## config.mk

```make
export PLATFORM = sky130hd
export DESIGN_NAME = ascii_integer_parser_top
export DESIGN_NICKNAME = d
export VERILOG_FILES = /design/src/aip_pkg.sv /design/src/ascii_integer_parser_top.sv /design/src/aip_core.sv
export SDC_FILE = /design/constraint.sdc
export NUM_CORES = 1
export LEC_CHECK = 0
export ABC_AREA = 0
export ABC_CLOCK_PERIOD_IN_PS = 9660
export BUFFER_PORTS_ARGS = -buffer_cell sky130_fd_sc_hd__buf_2
export CORE_MARGIN = 4
export CORE_UTILIZATION = 64
export DETAILED_ROUTE_END_ITERATION = 16
export GPL_ROUTABILITY_DRIVEN = 0
export PLACE_DENSITY_LB_ADDON = 0.2
export SYNTH_ARGS = -nofsm -noshare
export SYNTH_HDL_FRONTEND = slang
export SYNTH_SLANG_ARGS = --single-unit
```

## constraint.sdc

```tcl
create_clock -name clk -period 9.66 [get_ports clk]
set_input_delay 1.932 -clock clk [delete_from_list [all_inputs] [get_ports clk]]
set_output_delay 1.932 -clock clk [all_outputs]
set_load 0.01 [all_outputs]
```

## src/aip_pkg.sv

```systemverilog
// Package for the ASCII integer parser: parse phases, item and result structs,
// character constants and the character-to-digit decode. No dependencies.
package aip_pkg;

    localparam int CH_WIDTH     = 8;
    localparam int BASE_WIDTH   = 6;
    localparam int VALUE_WIDTH  = 64;
    localparam int OFFSET_WIDTH = 16;

    localparam logic [CH_WIDTH-1:0] CH_PLUS    = 8'h2B;
    localparam logic [CH_WIDTH-1:0] CH_MINUS   = 8'h2D;
    localparam logic [CH_WIDTH-1:0] CH_ZERO    = 8'h30;
    localparam logic [CH_WIDTH-1:0] CH_ONE     = 8'h31;
    localparam logic [CH_WIDTH-1:0] CH_NINE    = 8'h39;
    localparam logic [CH_WIDTH-1:0] CH_UPPER_A = 8'h41;
    localparam logic [CH_WIDTH-1:0] CH_UPPER_X = 8'h58;
    localparam logic [CH_WIDTH-1:0] CH_UPPER_Z = 8'h5A;
    localparam logic [CH_WIDTH-1:0] CH_LOWER_A = 8'h61;
    localparam logic [CH_WIDTH-1:0] CH_LOWER_X = 8'h78;
    localparam logic [CH_WIDTH-1:0] CH_LOWER_Z = 8'h7A;

    localparam logic [BASE_WIDTH-1:0] BASE_OCT   = 6'd8;
    localparam logic [BASE_WIDTH-1:0] BASE_DEC   = 6'd10;
    localparam logic [BASE_WIDTH-1:0] BASE_HEX   = 6'd16;
    localparam logic [BASE_WIDTH-1:0] BASE_AUTO  = 6'd0;
    localparam logic [BASE_WIDTH-1:0] LETTER_OFS = 6'd10;

    localparam logic [OFFSET_WIDTH-1:0] OFFSET_MAX = '1;

    typedef enum logic [2:0] {
        PH_IDLE,
        PH_SIGN,
        PH_PREFIX,
        PH_ZERO,
        PH_DIGITS
    } aip_phase_t;

    typedef struct packed {
        logic [CH_WIDTH-1:0] ch;
        logic                start_req;
    } aip_item_t;

    typedef struct packed {
        logic [VALUE_WIDTH-1:0]  value;
        logic [OFFSET_WIDTH-1:0] end_offset;
        logic                    converted;
    } aip_result_t;

    typedef struct packed {
        logic                  valid;
        logic [BASE_WIDTH-1:0] value;
    } aip_digit_t;

    // Value of an alphanumeric character; valid is low for anything else.
    function automatic aip_digit_t digit_of(logic [CH_WIDTH-1:0] c);
        aip_digit_t r;
        r.valid = 1'b1;
        r.value = '0;
        priority if (c >= CH_ZERO && c <= CH_NINE)
        begin
            r.value = BASE_WIDTH'(c - CH_ZERO);
        end
        else if (c >= CH_LOWER_A && c <= CH_LOWER_Z)
        begin
            r.value = BASE_WIDTH'(c - CH_LOWER_A) + LETTER_OFS;
        end
        else if (c >= CH_UPPER_A && c <= CH_UPPER_Z)
        begin
            r.value = BASE_WIDTH'(c - CH_UPPER_A) + LETTER_OFS;
        end
        else
        begin
            r.valid = 1'b0;
        end
        return r;
    endfunction

endpackage

```

## src/ascii_integer_parser_top.sv

```systemverilog
// Top level of the ASCII integer parser: stream ports, input and result
// registers and the radix register. Depends on aip_pkg and aip_core.
//
// Usage: characters of a string arrive one request at a time on the s_axis
// channel, ch in tdata and start_req in tuser; start_req high marks the first
// character of a new string and abandons any string still open. A string is
// an optional sign, an optional radix prefix when the radix register is zero,
// and digits. The first character that is not a valid digit closes the number
// and produces one result request on m_axis: the signed 64-bit value and the
// 16-bit end offset in tdata, the converted flag in tuser. Characters that
// arrive while no string is open are dropped without a result.
// The closing character is captured in the input register when accepted, and
// the parse step then writes the result register that drives m_axis_tvalid.
// Throughput is one character per cycle while results are taken, set by the
// combinational multiply-add by the radix in the parse core. While a result
// waits with m_axis_tready low, the parse step stalls; the input register
// still takes one more character, then s_axis_tready drops until the result
// is taken. Reset clears all control state and sets the radix to ten; the
// radix is written through cfg_we and cfg_wdata and sampled at string start.
module ascii_integer_parser_top #(
    parameter int POSITION_WIDTH = 16
) (
    input  logic        clk,
    input  logic        rst_n,
    // Radix register write.
    input  logic        cfg_we,
    input  logic [5:0]  cfg_wdata,
    // Character requests.
    input  logic        s_axis_tvalid,
    output logic        s_axis_tready,
    input  logic [7:0]  s_axis_tdata,   // [7:0] ch
    input  logic [0:0]  s_axis_tuser,   // [0] start_req
    // Result requests.
    output logic        m_axis_tvalid,
    input  logic        m_axis_tready,
    output logic [79:0] m_axis_tdata,   // [63:0] value, [79:64] end_offset
    output logic [0:0]  m_axis_tuser    // [0] converted
);

    logic [aip_pkg::BASE_WIDTH-1:0] number_base_reg;
    aip_pkg::aip_item_t             in_item_reg;
    logic                           in_valid_reg;
    aip_pkg::aip_result_t           out_result_reg;
    logic                           out_valid_reg;

    logic                           out_can_load;
    logic                           step_en;
    logic                           core_result_valid;
    aip_pkg::aip_result_t           core_result;

    // The result register can take a new result when empty or being drained.
    assign out_can_load  = !out_valid_reg || m_axis_tready;
    assign step_en       = in_valid_reg && out_can_load;
    assign s_axis_tready = !in_valid_reg || step_en;

    always_ff @(posedge clk or negedge rst_n)
    begin
        if (!rst_n)
        begin
            number_base_reg <= aip_pkg::BASE_DEC;
        end
        else if (cfg_we)
        begin
            number_base_reg <= cfg_wdata;
        end
    end

    // Input register.
    always_ff @(posedge clk or negedge rst_n)
    begin
        if (!rst_n)
        begin
            in_valid_reg <= 1'b0;
        end
        else if (s_axis_tready)
        begin
            in_valid_reg <= s_axis_tvalid;
        end
    end

    always_ff @(posedge clk)
    begin
        if (s_axis_tready && s_axis_tvalid)
        begin
            in_item_reg.ch        <= s_axis_tdata;
            in_item_reg.start_req <= s_axis_tuser[0];
        end
    end

    aip_core #(
        .POSITION_WIDTH (POSITION_WIDTH)
    ) u_core (
        .clk          (clk),
        .rst_n        (rst_n),
        .step_en      (step_en),
        .item         (in_item_reg),
        .number_base  (number_base_reg),
        .result_valid (core_result_valid),
        .result       (core_result)
    );

    // Result register.
    always_ff @(posedge clk or negedge rst_n)
    begin
        if (!rst_n)
        begin
            out_valid_reg <= 1'b0;
        end
        else if (out_can_load)
        begin
            out_valid_reg <= step_en && core_result_valid;
        end
    end

    always_ff @(posedge clk)
    begin
        if (step_en && core_result_valid)
        begin
            out_result_reg <= core_result;
        end
    end

    assign m_axis_tvalid = out_valid_reg;
    assign m_axis_tdata  = {out_result_reg.end_offset, out_result_reg.value};
    assign m_axis_tuser  = out_result_reg.converted;

    // The input side only stalls behind a full, stalled result register.
    a_stall_cause: assert property (@(posedge clk) disable iff (!rst_n)
        !s_axis_tready |-> (in_valid_reg && out_valid_reg && !m_axis_tready))
        else $error("input stalled without a blocked result");

    // A pending character is processed in the cycle the result side frees up.
    a_step_when_free: assert property (@(posedge clk) disable iff (!rst_n)
        in_valid_reg && !out_valid_reg |-> step_en)
        else $error("parse step held with result register empty");

    // A stalled result stays valid and unchanged until it is taken.
    a_result_held: assert property (@(posedge clk) disable iff (!rst_n)
        m_axis_tvalid && !m_axis_tready |=>
            m_axis_tvalid && $stable(m_axis_tdata) && $stable(m_axis_tuser))
        else $error("result changed while stalled");

endmodule

```

## src/aip_core.sv

```systemverilog
// Parse core of the ASCII integer parser: phase machine, accumulator and
// position registers, one character per step. Depends on aip_pkg.
module aip_core #(
    parameter int POSITION_WIDTH = 16
) (
    input  logic                                clk,
    input  logic                                rst_n,
    input  logic                                step_en,
    input  aip_pkg::aip_item_t                  item,
    input  logic [aip_pkg::BASE_WIDTH-1:0]      number_base,
    output logic                                result_valid,
    output aip_pkg::aip_result_t                result
);

    typedef struct packed {
        logic                           set_neg;
        logic                           bump;
        logic                           accumulate;
        logic                           finish_zero;
        logic                           finish_acc;
        logic [aip_pkg::BASE_WIDTH-1:0] base_value;
    } aip_action_t;

    aip_pkg::aip_phase_t                  phase_reg, phase_next;
    logic                                 neg_reg, neg_next;
    logic [aip_pkg::BASE_WIDTH-1:0]       base_reg, base_next;
    logic [aip_pkg::VALUE_WIDTH-1:0]      acc_reg, acc_next;
    logic [POSITION_WIDTH-1:0]            pos_reg, pos_next;
    logic                                 seen_reg, seen_next;

    aip_action_t                          act;
    aip_pkg::aip_digit_t                  dg;
    logic                                 neg_base, seen_base;
    logic [aip_pkg::VALUE_WIDTH-1:0]      acc_base;
    logic [POSITION_WIDTH-1:0]            pos_base;
    logic [aip_pkg::VALUE_WIDTH+aip_pkg::BASE_WIDTH-1:0] product;
    logic [31:0]                          pos_wide;

    assign dg = aip_pkg::digit_of(item.ch);

    // Next phase and the actions of this step. The phases fall through in
    // one step, so a character can pass sign, prefix and digit checks at once.
    always_comb
    begin
        aip_pkg::aip_phase_t            ph;
        logic [aip_pkg::BASE_WIDTH-1:0] b;
        logic                           done;
        ph   = item.start_req ? aip_pkg::PH_SIGN : phase_reg;
        b    = item.start_req ? number_base : base_reg;
        done = 1'b0;
        act  = '0;

        if (ph == aip_pkg::PH_SIGN)
        begin
            ph = aip_pkg::PH_PREFIX;
            if (item.ch == aip_pkg::CH_PLUS || item.ch == aip_pkg::CH_MINUS)
            begin
                act.set_neg = (item.ch == aip_pkg::CH_MINUS);
                act.bump    = 1'b1;
                done        = 1'b1;
            end
        end

        if (!done && ph == aip_pkg::PH_PREFIX)
        begin
            priority if (b != aip_pkg::BASE_AUTO)
            begin
                ph = aip_pkg::PH_DIGITS;
            end
            else if (item.ch == aip_pkg::CH_ZERO)
            begin
                act.bump = 1'b1;
                ph       = aip_pkg::PH_ZERO;
                done     = 1'b1;
            end
            else if (item.ch >= aip_pkg::CH_ONE && item.ch <= aip_pkg::CH_NINE)
            begin
                b  = aip_pkg::BASE_DEC;
                ph = aip_pkg::PH_DIGITS;
            end
            else
            begin
                act.finish_zero = 1'b1;
                ph              = aip_pkg::PH_IDLE;
                done            = 1'b1;
            end
        end

        if (!done && ph == aip_pkg::PH_ZERO)
        begin
            ph = aip_pkg::PH_DIGITS;
            if (item.ch == aip_pkg::CH_LOWER_X || item.ch == aip_pkg::CH_UPPER_X)
            begin
                b        = aip_pkg::BASE_HEX;
                act.bump = 1'b1;
                done     = 1'b1;
            end
            else
            begin
                b = aip_pkg::BASE_OCT;
            end
        end

        if (!done && ph == aip_pkg::PH_DIGITS)
        begin
            if (dg.valid && dg.value < b)
            begin
                act.accumulate = 1'b1;
                act.bump       = 1'b1;
            end
            else
            begin
                act.finish_acc = 1'b1;
                ph             = aip_pkg::PH_IDLE;
            end
            done = 1'b1;
        end

        if (!done)
        begin
            ph = aip_pkg::PH_IDLE;
        end

        act.base_value = b;
        phase_next     = ph;
    end

    // Datapath: one multiply-add by the radix, saturating position count
    // and the result fields.
    always_comb
    begin
        neg_base  = item.start_req ? 1'b0 : neg_reg;
        seen_base = item.start_req ? 1'b0 : seen_reg;
        acc_base  = item.start_req ? '0 : acc_reg;
        pos_base  = item.start_req ? '0 : pos_reg;

        product   = acc_base * act.base_value;
        neg_next  = neg_base | act.set_neg;
        base_next = act.base_value;
        acc_next  = act.accumulate
                  ? product[aip_pkg::VALUE_WIDTH-1:0] + aip_pkg::VALUE_WIDTH'(dg.value)
                  : acc_base;
        seen_next = seen_base | act.accumulate;
        if (act.bump && pos_base != {POSITION_WIDTH{1'b1}})
        begin
            pos_next = pos_base + POSITION_WIDTH'(1);
        end
        else
        begin
            pos_next = pos_base;
        end

        pos_wide     = 32'(pos_base);
        result_valid = act.finish_zero | act.finish_acc;
        if (act.finish_zero)
        begin
            result = '0;
        end
        else
        begin
            result.value      = neg_base ? ('0 - acc_base) : acc_base;
            result.end_offset = (pos_wide > 32'(aip_pkg::OFFSET_MAX))
                              ? aip_pkg::OFFSET_MAX
                              : pos_wide[aip_pkg::OFFSET_WIDTH-1:0];
            result.converted  = seen_base;
        end
    end

    always_ff @(posedge clk or negedge rst_n)
    begin
        if (!rst_n)
        begin
            phase_reg <= aip_pkg::PH_IDLE;
            neg_reg   <= 1'b0;
            base_reg  <= '0;
            acc_reg   <= '0;
            pos_reg   <= '0;
            seen_reg  <= 1'b0;
        end
        else if (step_en)
        begin
            phase_reg <= phase_next;
            neg_reg   <= neg_next;
            base_reg  <= base_next;
            acc_reg   <= acc_next;
            pos_reg   <= pos_next;
            seen_reg  <= seen_next;
        end
    end

    // A character with no string open never produces a result.
    a_idle_silent: assert property (@(posedge clk) disable iff (!rst_n)
        step_en && !item.start_req && phase_reg == aip_pkg::PH_IDLE |-> !result_valid)
        else $error("result produced with no string open");

    // After a result the string is closed.
    a_close_after_result: assert property (@(posedge clk) disable iff (!rst_n)
        step_en && result_valid |=> phase_reg == aip_pkg::PH_IDLE)
        else $error("phase not idle after result");

    // A converted number has consumed at least one character; an
    // unconverted one has value zero.
    a_result_fields: assert property (@(posedge clk) disable iff (!rst_n)
        result_valid |-> (result.converted ? (result.end_offset != '0)
                                           : (result.value == '0)))
        else $error("result fields inconsistent with converted flag");

endmodule

```

# Word-level counts from Yosys, hierarchy flattened
# Index checks and enable logic that the tools add are counted.
# totals
regBits,189
input_bits,20
output_inout_bits,83
# classes
n_addsub,8
mul,1
order_cmp,8
eq_ne,10
mux,54
bitwise,3
n_reduce_logical,22
# op_table
operator,count
2-to-1 mux 64 bit,3
adder 64 x 6 -> 64 bit,1
multiplier 64 x 6 -> 64 bit,1
subtractor 1 x 64 -> 64 bit (first input constant),1
2-to-1 mux 6 bit,9
2-to-1 mux 16 bit,2
2-to-1 mux 3 bit,10
2-to-1 mux 1 bit,25
== test 8 x 6 -> 1 bit (second input constant),3
adder 16 x 1 -> 16 bit (second input constant),1
== test 8 x 7 -> 1 bit (second input constant),2
greater-or-equal comparator 8 x 6 -> 1 bit (second input constant),2
greater-or-equal comparator 8 x 7 -> 1 bit (second input constant),2
less-or-equal comparator 8 x 7 -> 1 bit (second input constant),2
!= test 16 bit (second input constant),1
adder 6 x 4 -> 6 bit (second input constant),2
logical AND 1 bit,12
subtractor 6 bit (second input constant),2
less-or-equal comparator 8 x 6 -> 1 bit (second input constant),1
2-to-1 mux 2 bit,4
== test 3 x 2 -> 1 bit (second input constant),2
less-than comparator 6 bit,1
nonzero test 6 bit,1
subtractor 6 x 1 -> 6 bit (second input constant),1
6 further kinds,15

# Depth between registers and ports, before layout
# logic_depth
word_depth,17
depth_mapped,28
ltp_nobuf,25

# Cells and area by module
# Synthesis repeated with hierarchy kept, for this count alone.
# hier_totals
hier_cells,2267
hier_area_um2,20749.9
# modules_own_cells
mod,instances,cells_per_inst,area_per_inst_um2
aip_core,1,2154,17697.0
ascii_integer_parser_top,1,113,3052.9

# Least setup slack after synthesis
# Ideal clock, no wire load.
# synth_timing
kind,register -> register
from,register in_item_reg[1] (netlist bit)
to,register out_result_reg (netlist bit m_axis_tdata[0]) (enable)
arrival_time_ns,6.625
required_ns,9.138
path_slack_ns,2.514
path_stages_with_launch,16
cell_sequence,edfxtp_1 > inv_1 > ha_1 > nor2b_1 > and2_1 > a2111oi_0 > or3b_2 > a31oi_1 > ha_1 > and4_1 > o221ai_1 > nand2_1 > nor2_1 > nor2_1 > nor2_1 > nor2_1
# synth_via
elab_chain_len,17
# synth_lines
element,line_no,source
"start, declared",ascii_integer_parser_top.sv:41,aip_pkg::aip_item_t in_item_reg;
"parallel branches: the longest is 15 deep, another holds subtractor 6 x 1 -> 6 bit",--,
OR 1 bit (*),aip_core.sv:154,result_valid = act.finish_zero | act.finish_acc;
logical AND 1 bit (*),ascii_integer_parser_top.sv:117,if (step_en && core_result_valid)
"end signal, assigned",ascii_integer_parser_top.sv:119,out_result_reg <= core_result;
"end, declared",ascii_integer_parser_top.sv:43,aip_pkg::aip_result_t out_result_reg;
# Mark *: on every way between the ends.
# A chain may end at the register's enable or synchronous reset.

# Worst setup path after layout
# layout_timing
from,register in_item_reg[1] (netlist bit)
to,register u_core.acc_reg[61] (netlist bit)
# layout_via
elab_chain_len,16
# layout_lines
element,line_no,source
"parallel branches: the longest is 15 deep, another holds multiplier 64 x 6 -> 64 bit",--,
2-to-1 mux 64 bit (*),aip_core.sv:141,? product[aip_pkg::VALUE_WIDTH-1:0] + aip_pkg::VALUE_WIDTH'(dg.value)
"end signal, assigned",aip_core.sv:185,acc_reg <= acc_next;
"end, declared",aip_core.sv:27,"logic [aip_pkg::VALUE_WIDTH-1:0] acc_reg, acc_next;"
# Marks and branches as above.

==> results.json <==
{
  "endpoint_kind": "register",
  "ys_seq_area_share_pct": 24.6,
  "num-fill-cells": 2547,
  "wl_per_cell_um": 20.6,
  "slowest_delay_ns": 0.73,
  "clk_pin_slew_ns": 0.07,
  "avgSynthCellArea_um2": 9.03,
  "worstHoldPathType": "register to register",
  "die_h_um": 189,
  "area_delta_synth_final_pct": 6.13,
  "cts_tree": "yes",
  "p_per_area_nw_per_um2": 99.4,
  "dp_hpwl_mm": 43.4,
  "nets": 2745,
  "clk_latency_ns": 0.46,
  "postCtsResizedCells": 0,
  "io_pins": 103,
  "vias_per_cell": 6.36,
  "setup_violations": 0,
  "vdd.ir_drop.worst_mv": 0.147,
  "grt_overflow": 0,
  "synthFlopType": "dfrtp_1",
  "cts_buffer_depth": 2,
  "synthTopCellsByCount": "506 x nor2_1, 240 x fa_1, 165 x nand2_1, 143 x ha_1, 123 x o21ai_0",
  "tightest_slew_ns": 1.14,
  "yosysTopAreaCellShare_pct": 22.8,
  "yosys-top-cells-area": "fa_1 23%, edfxtp_1 13%, dfrtp_1 12%",
  "start_util_pct": 64.8,
  "outcome": "finished clean",
  "diodes": 0,
  "power_leakage_nw": 10.7,
  "tns_ns": 0,
  "cts_num_sinks": 189,
  "synth_area_um2": 21000,
  "ys_ff_latch": 189,
  "post_cts_buffers": 0,
  "largest_reg_flops": 80,
  "ys_warn_count": 0,
  "path_cells": "inv_1 > ha_1 > o21bai_1 > a2111oi_2 > and2_1 > a211o_1 > nand2_2 > or2_2 > fa_1 > fa_1 > inv_1 > fa_1 > fa_1 > ha_1 > nand2_1 > nor3_1 > a41oi_1 > a21o_1 > a21boi_0 > o31a_1 > nor3_1 > o41ai_1 > mux2i_1 > nand2_1",
  "min_period_over_period_pct": 88.1,
  "crit_path_start": "in_item_reg[1]$_DFFE_PP_",
  "rsz0062_at_grt": "no",
  "yosysUniqueCellTypes": 88,
  "die_w_um": 189,
  "r2r-end": "u_core.acc_reg[61]$_DFFE_PN0P_",
  "drive_above_1_share_pct": 8.92,
  "synth-edff-count": 90,
  "syn_inst": 2329,
  "report.final.slew_viol_count": 0,
  "path_class": "register to register",
  "numCtsBuffers": 17,
  "via_count": 17790,
  "cts.htree.levels": 4,
  "portBuffers": 102,
  "synth_most_common_cell": "nor2_1",
  "crit_path_end": "u_core.acc_reg[61]$_DFFE_PN0P_",
  "syn_nets": 2732,
  "r2r-start": "in_item_reg[1]$_DFFE_PP_",
  "worst_setup_path_start_kind": "register",
  "required_ns": 10.00,
  "drt_pre_antenna_iters": 8,
  "hold_viol": 0,
  "cpMostUsedCell": "fa_1",
  "period_needed_ns": 8.51,
  "grt_pass1_wl_mm": 95.1,
  "num_rows": 66,
  "timing.slew.headroom_pct": 24.1,
  "path_max_fanout": 31,
  "drc": 0,
  "ctsRootBufferMaster": "clkbuf_16",
  "async_flop_share_pct": 52.4,
  "yosys.area.top_type": "fa_1",
  "drt_iter0_drc": 1794,
  "antenna_found_initial": 0,
  "r2r_slack_ns": 1.15,
  "rr_worst_depth": 24,
  "holdBufCountCts": 0,
  "fin_hold_ws_ns": 0.494,
  "ant_nets": 0,
  "die_area_um2": 35800,
  "grt_pass1_vias": 18438,
  "finClkSkew_ns": 0.0188,
  "arrival_ns": 8.85,
  "grt_max_degree": 82,
  "drt-total-wl_mm": 57.7,
  "track_usage_pct": 33.1,
  "cp_slowest_cell": "o41ai_1",
  "coreArea_um2": 32500,
  "max-cap-violations": 0,
  "max_clock_freq_ghz": 0.118
}
==> layout make-up <==
| class | instances | area (um^2) | share of cell area, % |
|---|---|---|---|
| Clock inverter | 14 | 111 | 0.499 |
| Timing Repair Buffer | 121 | 656 | 2.94 |
| Sequential cell | 189 | 5180 | 23.2 |
| Inverter | 80 | 300 | 1.35 |
| Tap cell | 442 | 553 | 2.48 |
| Clock buffer | 18 | 429 | 1.92 |
| Multi-Input combinational cell | 1933 | 15100 | 67.6 |
==> worst min path at each step <==
stage,startpoint,to,slack (ns),cells past startpoint
after floorplan,u_core.seen_reg$_DFFE_PN0P_,u_core.seen_reg$_DFFE_PN0P_,0.44,2
after global placement,u_core.seen_reg$_DFFE_PN0P_,u_core.seen_reg$_DFFE_PN0P_,0.48,2
after detailed placement,u_core.seen_reg$_DFFE_PN0P_,u_core.seen_reg$_DFFE_PN0P_,0.48,2
after CTS,u_core.seen_reg$_DFFE_PN0P_,u_core.seen_reg$_DFFE_PN0P_,0.49,2
after global routing,u_core.seen_reg$_DFFE_PN0P_,u_core.seen_reg$_DFFE_PN0P_,0.55,2
final,u_core.seen_reg$_DFFE_PN0P_,u_core.seen_reg$_DFFE_PN0P_,0.49,2
==> critical path, delay by kind of cell, from the launching register on <==
family          cells  cell delay (ns)
buf+inv             2             0.22
compound gates      8             2.86
fa+ha+maj           6             2.53
mux                 1             0.26
simple gates        7             1.99
flops               1             0.52
==> per-stage QoR <==
step                cell area [um^2]  util, %  setup slack [ns]  instances  total power, mW
floorplan                      21000        -              2.51       2329             1.34
finish                         22300     68.8              1.15       2797             2.22
global route                   22300     68.8             0.798       2797             2.31
detailed placement             21800     67.1              1.39       2765             1.55
CTS                            22300     68.8              1.37       2797             2.21
global placement               21800     67.1              1.55       2765             1.54
==> layout by cell type, fill, tap and decap left out, types with 8 or more instances in the layout <==
master and count:
o21ai_0 123, buf_4 20, edfxtp_1 90, buf_2 101, or2_2 14, clkbuf_16 17
o21bai_1 13, nand2b_1 85, nor4_1 15, a211oi_1 8, and3_1 12, a21oi_1 101
nand2_1 162, nand4_1 24, nor3_1 28, nor2b_1 23, nand3_1 61, or3_1 10
and2_1 23, xnor2_1 59, dfrtp_1 97, inv_1 79, mux2i_1 10, xor2_1 74
mux2_2 11, a22o_1 8, ha_1 143, fa_1 240, o31ai_1 18, nor2_1 505
a21o_1 39, a31oi_1 16
==> logic make-up after synthesis <==
| logic type | Yosys count | synth area share (%) |
|---|---|---|
| and+or+nand+nor | 993 | 21.5 |
| buffers and inverters | 207 | 3.82 |
| muxes | 21 | 1.06 |
| xor gates and xnor gates | 134 | 5.65 |
| DFF | 189 | 24.6 |
| adders and majority gates | 383 | 31.4 |
| AOI/OAI and AO/OA | 402 | 12.0 |
==> report_power, final <==
| part | switching [mW] | internal, mW | leakage (nW) |
|---|---|---|---|
| sequential | 0.0433 | 0.922 | 2.22 |
| clock | 0.337 | 0.335 | 0.254 |
| combinational | 0.435 | 0.147 | 8.25 |
==> layer usage <==
metal / up-vias / routed length, um / share of wire [%] / global-route usage [%]
li1: 7904 / - / - / -
met3: 193 / 5290 / 9.2 / 6.56
met4: 0 / 2710 / 4.7 / 15.7
met1: 8658 / 22900 / 40 / 44.1
met2: 1035 / 26800 / 47 / 52.8
met5: - / 0 / 0 / 0
No activity file was read; power rests on OpenSTA's default activity.
